--- config.mk ---
export PLATFORM = sky130hd
export DESIGN_NAME = f2d_alu
export DESIGN_NICKNAME = d
export VERILOG_FILES = /design/src/hdl/f2d_pkg.sv /design/src/hdl/f2d_alu.sv
export SDC_FILE = /design/constraint.sdc
export NUM_CORES = 1
export LEC_CHECK = 0
export ABC_AREA = 0
export BUFFER_PORTS_ARGS = -buffer_cell sky130_fd_sc_hd__buf_4
export CAP_MARGIN = 20
export CORE_MARGIN = 2
export CORE_UTILIZATION = 35
export DETAILED_ROUTE_END_ITERATION = 10
export PLACE_DENSITY_LB_ADDON = 0.12
export RECOVER_POWER = 100
export SLEW_MARGIN = 25
export SYNTH_ARGS = -nofsm -noshare
export SYNTH_HDL_FRONTEND = slang
export SYNTH_SLANG_ARGS = --single-unit
--- constraint.sdc ---
create_clock -name vclk -period 5.2
set_input_delay 0.26 -clock vclk [all_inputs]
set_output_delay 0.26 -clock vclk [all_outputs]
set_load 0.01 [all_outputs]
--- src/hdl/f2d_pkg.sv ---
package f2d_pkg;

  // Grid geometry
  localparam int GRID_SIZE = 1024;
  localparam int CELLS     = GRID_SIZE * GRID_SIZE;
  localparam int EXT_W     = $clog2(GRID_SIZE + 1);   // holds 0..GRID_SIZE
  localparam int ADDR_W    = $clog2(CELLS);

  // Field widths
  localparam int FLD_W = 10;
  localparam int VAL_W = 32;
  localparam int SUM_W = 52;

  // Operation codes
  localparam logic OP_SET = 1'b0;
  localparam logic OP_SUM = 1'b1;

  // Quadrant codes of the inclusion-exclusion sum
  localparam logic [1:0] QUAD_LAST = 2'd3;

  typedef logic [EXT_W-1:0]  ext_t;
  typedef logic [ADDR_W-1:0] addr_t;
  typedef logic [SUM_W-1:0]  sum_t;

  typedef enum logic [3:0] {
    ST_CLEAR,
    ST_IDLE,
    ST_SET_CELL,
    ST_SET_DIFF,
    ST_SET_RD,
    ST_SET_WR,
    ST_SUM_LOAD,
    ST_SUM_WALK,
    ST_SUM_DONE,
    ST_SUM_OUT
  } state_t;

  // Flat address of tree node (r, c), both one-based
  function automatic addr_t addr_of(ext_t r, ext_t c);
    addr_t rr;
    addr_t cc;
    rr = ADDR_W'(r - EXT_W'(1));
    cc = ADDR_W'(c - EXT_W'(1));
    return ADDR_W'(rr * ADDR_W'(GRID_SIZE)) + cc;
  endfunction

  // Prefix extent saturated at the grid size
  function automatic ext_t sat_ext(logic [FLD_W:0] n);
    if (int'(n) > GRID_SIZE) begin
      return EXT_W'(GRID_SIZE);
    end
    return EXT_W'(n);
  endfunction

  // Widen a 32-bit signed value to the tree width
  function automatic sum_t sext(logic [VAL_W-1:0] v);
    return {{(SUM_W-VAL_W){v[VAL_W-1]}}, v};
  endfunction

endpackage

--- src/hdl/f2d_alu.sv ---
module f2d_alu (
  input  f2d_pkg::sum_t a,
  input  f2d_pkg::sum_t b,
  input  logic          sub,
  output f2d_pkg::sum_t y
);

  // shared 52-bit add/subtract, wraps modulo 2^52
  always_comb begin
    if (sub) begin
      y = a - b;
    end else begin
      y = a + b;
    end
  end

endmodule
# --- After elaboration in Yosys (flattened, before gate mapping) ---
# Cells that the tools add are included.
totals:
  ff_bits: 0
  inputBits: 105
  out_inout_bits: 52
  wordCells: 3
classes:
  addsub: 2
  n_mux: 1
op_table:
  columns: ["op", "n"]
  rows:
  - ["$add 52x52->52", 1]
  - ["$mux 52", 1]
  - ["$sub 52x52->52", 1]

# --- Depth between registers and ports, before layout ---
logic_depth:
  word_depth: 2
  mapped_depth: 22
  ltp_nobuf: 20

# --- Least setup slack after synthesis ---
# No wires, ideal clock.
synth_timing:
  path_kind: "in2out"
  start: "input port b[9]"
  end: "output port y[50]"
  arrival_ns: 3.655
  t_required_ns: 4.940
  path_slack_ns: 1.285
  cell_stages: 17
  n_path_buf: 1
  path_cell_list: "or4_1 -> and2b_1 -> nand3_1 -> nor2_2 -> and3_2 -> nor2_1 -> xnor2_1 -> ha_1 -> clkbuf_1 -> a21o_1 -> a21o_1 -> a21oi_1 -> o21ai_1 -> a21o_1 -> a221o_1 -> nor2_1 -> xnor2_1"
synth_between:
  elab_chain_cells: 2
  elab_cells_between_ends: 3
  cone_classes: "add/sub: 2; mux: 1"
synth_lines:
  columns: ["element", "line_no", "source"]
  rows:
  - ["start: declaration", "f2d_alu.sv:3", "input f2d_pkg::sum_t b,"]
  - ["$add 52x52->52 / $sub 52x52->52 (equally long branches)", "f2d_alu.sv:13, f2d_alu.sv:11", null]
  - ["$mux 52 *", "f2d_alu.sv:10", "if (sub) begin"]
  - ["end: declaration", "f2d_alu.sv:5", "output f2d_pkg::sum_t y"]
# Mark *: on every way between the ends. The rest lies on a longest branch, timed or not.

# --- Worst setup path in the final report ---
layout_timing:
  start: "input port b[5]"
  end: "output port y[45]"
# Same word-level chain as after synthesis.

==> key figures <==
Status
  – Status: completed

Logic synthesis
  – Sequential share of the synthesized area: 0%
  – Most frequent cell after synthesis: a21oi_1
  – Commonest cells post-synth: a21oi_1, nor2_1, xnor2_1, nand2_1, ha_1
  – Total number of yosys warnings: 0
  – Cell Area, Synth: 4070 um2
  – Post-Syn Nets: 770
  – Area contributors post-synth: ha_1, xnor2_1, a21oi_1
  – Post-Syn Instances: 612
  – Leading area contributor after synthesis: ha_1
  – Syn Area/Cell: 6.64 um2
  – Top-area cell type share of the netlist area: 16.0%
  – Unique masters post-synth: 63

Route
  – Number of vias per cell: 5.59
  – Highest routed layer: met4
  – Initial detailed-routing violation count: 259
  – Met3 routed WL: 930 um
  – Routed wire per std cell: 15.9 um
  – Post-Route WL: 14.2 mm
  – DRC: 0
  – 1st-pass router iterations: 4
  – Routed Antenna Nets: 0
  – WL met1: 6.49 mm
  – WL met2: 6.60 mm
  – Via count: 4,988

Worst setup path
  – Arr. time, crit path: 4.46 ns
  – CP max FO: 7
  – Setup crit end kind: output port
  – CP endpoint: y[45]
  – WP data required: 4.94 ns
  – Critical path class: input pin to output port
  – Startpoint Class: input pin
  – Worst Setup SP: b[5]

CTS
  – CTS Hold Bufs: 0
  – CTS resizes: 0
  – Post-CTS setup buffers: 0

GRT
  – Global route overflow: 0
  – Vias in the first global route: 4,746
  – All-layer global routing usage: 21.1%
  – Largest net degree at the start of global routing: 47
  – Initial antenna violation count: 0
  – Global-route wire length before repair: 22.5 mm

Die
  – Chip width: 112 um
  – IO Pins: 157
  – Die area: 12,500 um2
  – Initial core utilization: 35.8%
  – Die height: 112 um
  – Core ar.: 11,400 um2
  – FP Rows: 39

Finish
  – Final sequential cell count: 0
  – Clock buffer count: 0
  – Ant diodes: 0
  – FF/Latch Area: 0 um2
  – Total Nets Final: 909
  – Synthesis-to-layout area growth: 27.8%
  – Post-layout util: 45.7%
  – Layout cells sized above 1: 17.8%

STA
  – F_max: 212 MHz
  – Crit share post-route: 90.9%
  – Unrepaired setup endpoints after global routing: false
  – Final Max Tran Viols: 0
  – Slew HR: 54.3%
  – Worst Max-Slew Pin Slew: 0.679 ns
  – Hold Fails Final Rpt: 0
  – Clock period minus worst slack: 4.72 ns
  – Final TNS setup: 0 ns
  – Setup violations, final: 0

Power and ir drop
  – P per Cell Area: 184 nW/um2
  – Worst vdd ir: 0.0845 mV
  – Leakage: 2.34 nW

Placement
  – Port Buffers: 157
  – RePlAce Congestion: 0.924
  – Post-detail-place hpwl: 12.3 mm

Hold path
  – Worst hold path type: input pin to output port
  – Hold Crit Start: a[1]

Run
  – Maxcap violations: 0
==> worst min-delay path by stage <==
stage	endpoint	slack [ns]	depth (start not counted)
finish	y[1]	0.95	3
floorplan	y[0]	0.67	2
global route	y[0]	0.98	5
global placement	y[0]	0.92	4
detailed placement	y[1]	0.91	3
CTS	y[1]	0.92	3
==> routing by layer <==
layer | GRT usage [%] | vias to the layer above
met5 | 0 | -
met4 | 2.30 | 0
met3 | 2.12 | 12
met2 | 36.6 | 180
met1 | 29.3 | 2276
li1 | - | 2520
==> placed cells by master (no fill, tap or decap), types with 7 or more instances in the layout <==
master / Yosys / layout
ha_1: 52 / 52
o21ai_0: 30 / 33
nand4_1: 12 / 12
a211oi_1: 10 / 10
buf_4: 0 / 121
and3_1: 7 / 7
clkbuf_1: 17 / 36
nor3_1: 19 / 19
nand2_1: 57 / 57
a21oi_1: 73 / 73
inv_1: 15 / 15
a21o_1: 33 / 33
a31oi_1: 12 / 12
xnor2_1: 68 / 68
nor2_1: 70 / 72
nand3_1: 12 / 12
xor2_1: 27 / 27
==> area by class of cell <==
| type | instances | area [um2] |
|---|---|---|
| fill | 1244 | 6170 |
| inverter | 15 | 56.3 |
| multi-input combinational | 577 | 3920 |
| tap | 143 | 179 |
| timing repair buffer | 157 | 1040 |
==> critical path, stage by stage <==
cell      delay [ns]
buf_4           0.12
nor4_2          0.38
nand3b_1        0.20
nor2_1          0.21
and2_0          0.32
a21oi_1         0.18
a21o_1          0.26
a21oi_2         0.25
o21ai_1         0.13
xnor2_1         0.14
ha_1            0.40
nand2_1         0.17
nor2_1          0.22
nand2_1         0.10
o31ai_1         0.61
a21oi_1         0.17
xnor2_1         0.18
clkbuf_1        0.17
==> kinds of logic after synthesis <==
| family | Yosys count | synth area share [%] |
|---|---|---|
| AOI/OAI and AO/OA | 212 | 33.5 |
| xor gates and xnor gates | 96 | 20.9 |
| buffers and inverters | 35 | 3.32 |
| muxes | 2 | 0.492 |
| and+or+nand+nor | 214 | 25.4 |
| adders and majority gates | 53 | 16.5 |
==> power by group <==
part | internal, mW | switching, mW | leakage [nW]
logic | 0.410 | 0.543 | 2.34
clock network | 0 | 0 | 0
registers | 0 | 0 | 0
==> metrics by stage <==
stage / area [um2] / worst slack [ns] / total power, mW / cells / hold slack, ns
floorplan: 4070 / 1.29 / 0.618 / 612 / 0.668
global route: 5190 / 0.0895 / 1.04 / 892 / 0.978
CTS: 5350 / 0.555 / 1.03 / 892 / 0.918
global placement: 5350 / 0.668 / 1.02 / 892 / 0.919
detailed placement: 5350 / 0.567 / 1.02 / 892 / 0.914
finish: 5190 / 0.475 / 0.953 / 892 / 0.952
Power figures use the tool's default switching activity.
