File: src/hdl/f2d_pkg.sv
package f2d_pkg;

  // Grid geometry
  localparam int GRID_SIZE = 1024;
  localparam int CELLS     = GRID_SIZE * GRID_SIZE;
  localparam int EXT_W     = $clog2(GRID_SIZE + 1);   // holds 0..GRID_SIZE
  localparam int ADDR_W    = $clog2(CELLS);

  // Field widths
  localparam int FLD_W = 10;
  localparam int VAL_W = 32;
  localparam int SUM_W = 52;

  // Operation codes
  localparam logic OP_SET = 1'b0;
  localparam logic OP_SUM = 1'b1;

  // Quadrant codes of the inclusion-exclusion sum
  localparam logic [1:0] QUAD_LAST = 2'd3;

  typedef logic [EXT_W-1:0]  ext_t;
  typedef logic [ADDR_W-1:0] addr_t;
  typedef logic [SUM_W-1:0]  sum_t;

  typedef enum logic [3:0] {
    ST_CLEAR,
    ST_IDLE,
    ST_SET_CELL,
    ST_SET_DIFF,
    ST_SET_RD,
    ST_SET_WR,
    ST_SUM_LOAD,
    ST_SUM_WALK,
    ST_SUM_DONE,
    ST_SUM_OUT
  } state_t;

  // Flat address of tree node (r, c), both one-based
  function automatic addr_t addr_of(ext_t r, ext_t c);
    addr_t rr;
    addr_t cc;
    rr = ADDR_W'(r - EXT_W'(1));
    cc = ADDR_W'(c - EXT_W'(1));
    return ADDR_W'(rr * ADDR_W'(GRID_SIZE)) + cc;
  endfunction

  // Prefix extent saturated at the grid size
  function automatic ext_t sat_ext(logic [FLD_W:0] n);
    if (int'(n) > GRID_SIZE) begin
      return EXT_W'(GRID_SIZE);
    end
    return EXT_W'(n);
  endfunction

  // Widen a 32-bit signed value to the tree width
  function automatic sum_t sext(logic [VAL_W-1:0] v);
    return {{(SUM_W-VAL_W){v[VAL_W-1]}}, v};
  endfunction

endpackage

File: src/hdl/f2d_step.sv
module f2d_step (
  input  f2d_pkg::ext_t           x,
  input  logic                    down,
  output logic [f2d_pkg::EXT_W:0] y
);

  logic [f2d_pkg::EXT_W-1:0] low;

  // lowest set bit, then walk up (update path) or down (query path)
  assign low = x & (~x + f2d_pkg::EXT_W'(1));

  always_comb begin
    if (down) begin
      y = {1'b0, x - low};
    end else begin
      y = {1'b0, x} + {1'b0, low};
    end
  end

endmodule

File: config.mk
export PLATFORM = sky130hd
export DESIGN_NAME = f2d_step
export DESIGN_NICKNAME = d
export VERILOG_FILES = /design/src/hdl/f2d_pkg.sv /design/src/hdl/f2d_step.sv
export SDC_FILE = /design/constraint.sdc
export NUM_CORES = 1
export LEC_CHECK = 0
export BUFFER_PORTS_ARGS = -buffer_cell sky130_fd_sc_hd__buf_4
export CAP_MARGIN = 30
export CELL_PAD_IN_SITES_DETAIL_PLACEMENT = 2
export CELL_PAD_IN_SITES_GLOBAL_PLACEMENT = 2
export CORE_AREA = 4 4 53 55
export DETAILED_ROUTE_END_ITERATION = 8
export DIE_AREA = 0 0 57 59
export PLACE_DENSITY = 0.76
export SYNTH_ARGS = -nofsm -noshare
export SYNTH_HDL_FRONTEND = slang
export SYNTH_SLANG_ARGS = --single-unit
File: constraint.sdc
create_clock -name vclk -period 1.4
set_input_delay 0.28 -clock vclk [all_inputs]
set_output_delay 0.28 -clock vclk [all_outputs]
set_load 0.01 [all_outputs]
**After elaboration in Yosys (flattened, before gate mapping)**

Index checks and enable logic that the tools add are counted.

- Add/subtract/negate cells: 3
- Multipliers: 0
- Div/mod/pow operators: 0
- $lt $le $gt $ge: 0
- Equal/unequal tests: 0
- Shifts and indexed selects: 0
- Mux-type cells: 1
- Bitwise operators: 2
- Reduce and logical (&&, ||, !) cells: 0

Operators with widths:

| cell | number |
|---|---|
| $add A11 B11 Y12 | 1 |
| $mux W12 | 1 |
| $add A11 B1 Y11 const B | 1 |
| $and A11 B11 Y11 | 1 |
| $not A11 Y11 | 1 |
| $sub A11 B11 Y11 | 1 |

- Register bits: 0
- Bits in latches: 0
- RAM bits: 0
- Bits in read-only memories: 0
- Bits of input ports: 12
- Output and inout bits: 12
- Logic and storage cells: 6
- Memories: 0

**Depth between registers and ports, before layout**

Gate-level depths: netlist of run 1.

- Depth in word-level cells: 5
- Gate-level depth with buffers: 6

**Worst setup path after synthesis of run 1**

OpenSTA, ideal clock, no wires.

- Path kind: input port to output port
- From: in x[4]
- To: out y[8] in the netlist's numbering
- Arrival: 1.338 ns
- Path slack: -0.218 ns
- Stages on the path: 6
- Buffers on the path: 1
- Cells stage by stage: clkbuf_2 and2_2 o21ai_0 a21oi_1 o21ai_1 mux2i_1

- Cells in the longest elaborated chain, start to end: 5
- Elaborated cells between the ends (all ways): 6

Ends and longest elaborated chain:

| element | line | source |
|---|---|---|
| start: declaration | f2d_step.sv:2 | `input f2d_pkg::ext_t x,` |
| $not A11 Y11 | f2d_step.sv:10 | `assign low = x & (~x + f2d_pkg::EXT_W'(1));` |
| $add A11 B1 Y11 | f2d_step.sv:10 |  |
| $and A11 B11 Y11 | f2d_step.sv:10 |  |
| $add A11 B11 Y12 / $sub A11 B11 Y11 (equally long branches) | f2d_step.sv:16, f2d_step.sv:14 |  |
| $mux W12 * | f2d_step.sv:13 | `if (down) begin` |
| end: declaration | f2d_step.sv:4 | `output logic [f2d_pkg::EXT_W:0] y` |

Mark *: on every way between the ends. The rest lies on a longest branch, timed or not.

**Worst setup path in the final report of run 1**

- From: in x[2]
- To: out y[9] in the netlist's numbering

The elaborated chain is that of the path after synthesis.

==> results.md, run 1 <==
* Setup violators final at 9
* Largest net degree at the start of global routing at 8
* Sw power at 0.159 mW
* Storage cell area at 0 um2
* IO Count at 24
* First-pass GRT wire length at 4160 um
* Sw frac at 46.7%
* Worst hold slack at 0.855 ns
* Cell Area, Placed at 896 um2
* Sequential cell count at 0
* Remaining Overflow, GRT at 0
* Final critical-path share of the clock period at 130%
* Clock group share of total power at 0%
* Total power at 0.340 mW
* Logic pwr share at 100.0%
* PwrDens at 308 nW/um2
* Reg power frac at 0%
* Commonest non-fill, non-tap cell in the layout: buf_4
* Fin Setup TNS at -2.99 ns
* Routed Antenna Nets at 0
* Leak at 0.520 nW
* Overall routing resource usage at 15.3%
* Initial antenna violation count at 0
* HP Class: input port to output port
* Clock buf count at 0
* Tmin final at 1.82 ns
* Status: complete, but fails checks
* Final hold violations at 0
* Fraction of layout cells with a size suffix above 1 at 68.3%
* Most frequent cells in the layout: 34 x buf_4, 13 x buf_6, 6 x nor2_1
* Design area at 1110 um2
* Layout Nets at 137
* Internal at 0.181 mW
* WL final at 2710 um
* Critical Path End Type: output port
* WS Path Type: input port to output port
* Multi-input logic area at 611 um2
* DR vias/cell at 4.92
* Max IR drop VDD at 0.000138 V
* Net Count, Synth at 91
* First-pass iteration count of the detailed router at 4
* Num rows at 18
* Area of the mapped netlist at 507 um2
* Sequential share of the synthesized area at 0%
* Post-Synthesis Cells at 79
* Final GP Congestion at 0.754
* Final worst slack at -0.425 ns
* Slew Limit Fails at 0
* Failing checks: setup timing
* Die W at 57 um
* Residual DRC at 0
* Layout filler cell count at 291
* Port-buffer cells at 23
* Library cells used by synthesis at 38
* Synth Warn # at 0
* Die height at 59 um
* Worst slack, placed at -0.514 ns
* # diodes at 0
* Vias in the first global route at 816
* WP data arrival at 1.54 ns
* Initial Util at 21.2%
* Crit Path Max Fanout at 4
* HPWL Detailed at 1840 um
* Critical path required time at 1.12 ns
* Vias at 753
* Initial DRC count at 10
* Core region area at 2390 um2
* Mean post-synth cell area at 6.41 um2
* Hold Buf Count CTS at 0
* Max-Cap Viols at 0
* Die footprint at 3360 um2
* Layout area overhead at 118%
* Unrepaired setup endpoints after global routing: true
* Routed wire per std cell at 17.7 um
* Startpoint Class: input port
* Max frequency at 548 MHz
[area by class of cell]
type / instances / area share [%]
well taps: 30 / 3.39
multi-input cells: 70 / 55.2
inverters: 3 / 1.02
repair buffers: 50 / 40.4
[path summary, 6_finish.rpt]
| kind | start | end | cells after the start |
|---|---|---|---|
| setup / recovery | x[2] | y[9] | 7 |
| hold / removal | x[9] | y[9] | 3 |
[cells by family (layout without fill, tap and decap cells)]
group	after synthesis	after routing	synth area share (%)
XOR/XNOR	5	5	8.64
AND/OR/NAND/NOR	39	39	43.2
multiplexers	3	3	5.93
buffers and inverters	9	53	7.90
other	1	1	0.740
AO/OA/AOI/OAI	22	22	33.6
[synth_stat cells, types with 3 or more instances]
| cell | number | share of area (%) |
|---|---|---|
| mux2i_1 | 3 | 5.9 |
| o21ai_0 | 4 | 4.0 |
| nand3_1 | 4 | 4.0 |
| a21o_1 | 3 | 4.4 |
| nand2_1 | 8 | 5.9 |
| xnor2_1 | 4 | 6.9 |
| inv_1 | 3 | 2.2 |
| nor2_1 | 10 | 7.4 |
| clkbuf_1 | 3 | 2.2 |
| nor3_1 | 4 | 4.0 |
[layer usage]
metal	GRT usage, %	vias up	wire length (um)	share of wire [%]
li1	-	368	-	-
met1	19.4	366	1110	41
met2	30.2	17	1510	56
met3	0.654	2	68	2.5
met4	0	0	28	1.0
met5	0	-	0	0
[worst max-delay path: stages]
cell and delay (ns):
buf_8 0.10, nor4_4 0.38, o211ai_1 0.14, a21boi_2 0.18, nand2b_4 0.15, mux2i_4 0.18, buf_6 0.13
[metrics by stage]
stage,instances,util [%]
floorplan,79,-
global placement,148,37.5
detailed placement,148,37.5
CTS,152,42.0
global route,153,46.3
finish,153,46.3
[power by group through the flow]
stage / logic, mW / clock network, mW / registers, mW
6_report: 0.340 / 0 / 0
5_1_grt: 0.365 / 0 / 0
4_1_cts: 0.305 / 0 / 0
3_5_place_dp: 0.273 / 0 / 0
3_3_place_gp: 0.262 / 0 / 0
2_1_floorplan: 0.137 / 0 / 0
[timing repair]
action	CTS	global route
setup buffers	4	3
pin swaps	8	12
gates resized for setup	21	22
hold endpoints to repair	0	0
endpoints found under the setup margin	9	10
No activity file was read; power rests on OpenSTA's default activity.
==> run 2, diff against run 1 <==
--- a/config.mk
+++ b/config.mk
@@ -12,6 +12,8 @@
 export CORE_AREA = 4 4 53 55
 export DETAILED_ROUTE_END_ITERATION = 8
 export DIE_AREA = 0 0 57 59
+export GPL_ROUTABILITY_DRIVEN = 0
+export GPL_TIMING_DRIVEN = 0
 export PLACE_DENSITY = 0.76
 export SYNTH_ARGS = -nofsm -noshare
 export SYNTH_HDL_FRONTEND = slang
==> run 2 against run 1 <==
Against the previous run: the run still ends with setup timing left; non-clock buffer count is 15 lower; critical path type unchanged; critical path depth stayed put; via count is 9.4% lower; design area is 7.0% lower; hold slack better by 0.012 ns; cell count is 9.8% lower; setup slack better by 0.040 ns; maximum frequency is 2.2% higher; power is 11% lower; combinational power is 11% lower; count of clock-buffer cells in the layout stayed put.
==> results.md, run 2 (synthesis gave the netlist of run 1 again) <==
* Status: complete, but fails checks (unchanged)
* Failing checks: setup timing (unchanged)
* # diodes at 0 (unchanged)
* Initial Util at 21.2% (unchanged)
* Worst hold slack at 0.867 ns (was 0.855 ns)
* Max-Cap Viols at 0 (unchanged)
* Routed wire per std cell at 16.8 um (was 17.7 um)
* Final critical-path share of the clock period at 128% (was 130%)
* Setup violators final at 9 (unchanged)
* Worst path max stage delay at 0.31 ns (was 0.38 ns)
* Critical path required time at 1.12 ns (about the same)
* Placed insts at 129 (was 148)
* Layout Nets at 122 (was 137)
* WL final at 2310 um (was 2710 um)
* Total power at 0.304 mW (was 0.340 mW)
* Fin Setup TNS at -2.46 ns (was -2.99 ns)
* Overall routing resource usage at 13.2% (was 15.3%)
* Initial antenna violation count at 0 (unchanged)
* HP Class: input port to output port (unchanged)
* Initial DRC count at 2 (was 10)
* First-pass GRT wire length at 3610 um (was 4160 um)
* WP data arrival at 1.51 ns (was 1.54 ns)
* Unrepaired setup endpoints after global routing: true (unchanged)
* Leak at 0.466 nW (was 0.520 nW)
* Residual DRC at 0 (unchanged)
* Die footprint at 3360 um2 (unchanged)
* Hold Buf Count CTS at 0 (unchanged)
* Crit Path Max Fanout at 6 (was 4)
* Met2 Wirelength at 1210 um (was 1510 um)
* Max IR drop VDD at 0.000140 V (was 0.000138 V)
* Final hold violations at 0 (unchanged)
* Worst slack, placed at -0.572 ns (was -0.514 ns)
* Most frequent cells in the layout: 16 x buf_4, 10 x buf_6, 7 x nor2_1 (was 34 x buf_4, 13 x buf_6, 6 x nor2_1)
* First-pass iteration count of the detailed router at 4 (unchanged)
* CP max stage cell: nor4_4 (unchanged)
* Clock buf count at 0 (unchanged)
* Core region area at 2390 um2 (unchanged)
* CP delay by family, top: simple AND/OR/NAND/NOR gates (unchanged)
* IO Count at 24 (unchanged)
* CP Buf/Inv Count at 2 (unchanged)
* Hold wc startpoint: x[9] (unchanged)
* Routed Antenna Nets at 0 (unchanged)
* Layout area overhead at 103% (was 118%)
* Largest net degree at the start of global routing at 11 (was 8)
* Vias in the first global route at 724 (was 816)
* Tmin final at 1.79 ns (was 1.82 ns)
* Slew Limit Fails at 0 (unchanged)
* Commonest non-fill, non-tap cell in the layout: buf_4 (unchanged)
* Die W at 57 um (unchanged)
* DR vias/cell at 4.94 (was 4.92)
* Fraction of layout cells with a size suffix above 1 at 62.0% (was 68.3%)
* Critical-path cell list: buf_12 -> nor4_4 -> o211ai_1 -> a21boi_2 -> nand2b_4 -> mux2i_4 -> buf_6 (was buf_8 -> nor4_4 -> o211ai_1 -> a21boi_2 -> nand2b_4 -> mux2i_4 -> buf_6)
* Met3 routed WL at 76 um (was 68 um)
* Final worst slack at -0.385 ns (was -0.425 ns)
* PwrDens at 296 nW/um2 (was 308 nW/um2)
* Num rows at 18 (unchanged)
* Worst setup path start: x[2] (unchanged)
* Vias at 682 (was 753)
* Port-buffer cells at 20 (was 23)
* Remaining Overflow, GRT at 0 (unchanged)
* WS Path Type: input port to output port (unchanged)
* DR top layer: met3 (was met4)
* Critical Path End Type: output port (unchanged)
* Storage cell area at 0 um2 (unchanged)
* Met1 WL at 1030 um (was 1110 um)
* HPWL Detailed at 1510 um (was 1840 um)
* Sequential cell count at 0 (unchanged)
* Max frequency at 560 MHz (was 548 MHz)
* Die height at 59 um (unchanged)
* Finished Layout Cells at 138 (was 153)
* Startpoint Class: input port (unchanged)
## run 2: layer usage
metal,up-vias,GRT usage (%)
met1,328,18.0
met3,0,0.871
met5,-,0
met4,0,0
li1,339,-
met2,15,24.5
## run 2: report_power, final
group	switching [mW]	internal, mW	total [mW]
Sequential	0	0	0
Combinational	0.143	0.161	0.304
Clock	0	0	0
## run 2: through the flow
stage	utilization, %	instance area, um2
global route	43.1	1030
detailed placement	32.2	769
finish	43.1	1030
global placement	32.2	769
floorplan	-	582
CTS	40.7	972
## run 2: area by class of cell
type               count  area, um2
plain buffers          6       73.8
fillers              278       1360
inverters              3       11.3
multi-input cells     70        603
well taps             30       37.5
repair buffers        29        303
## run 2: path summary, 6_finish.rpt
| kind | cells past startpoint | end | slack, ns |
|---|---|---|---|
| max | 7 | y[9] | -0.39 |
| min | 3 | y[9] | 0.87 |
## run 2: what timing repair did
action                                  in CTS  in global routing
endpoints found under the setup margin       9                  9
cloned                                       1                  0
buffers inserted                             6                  2
pin swaps                                   11                  5
gates resized for setup                     36                  7
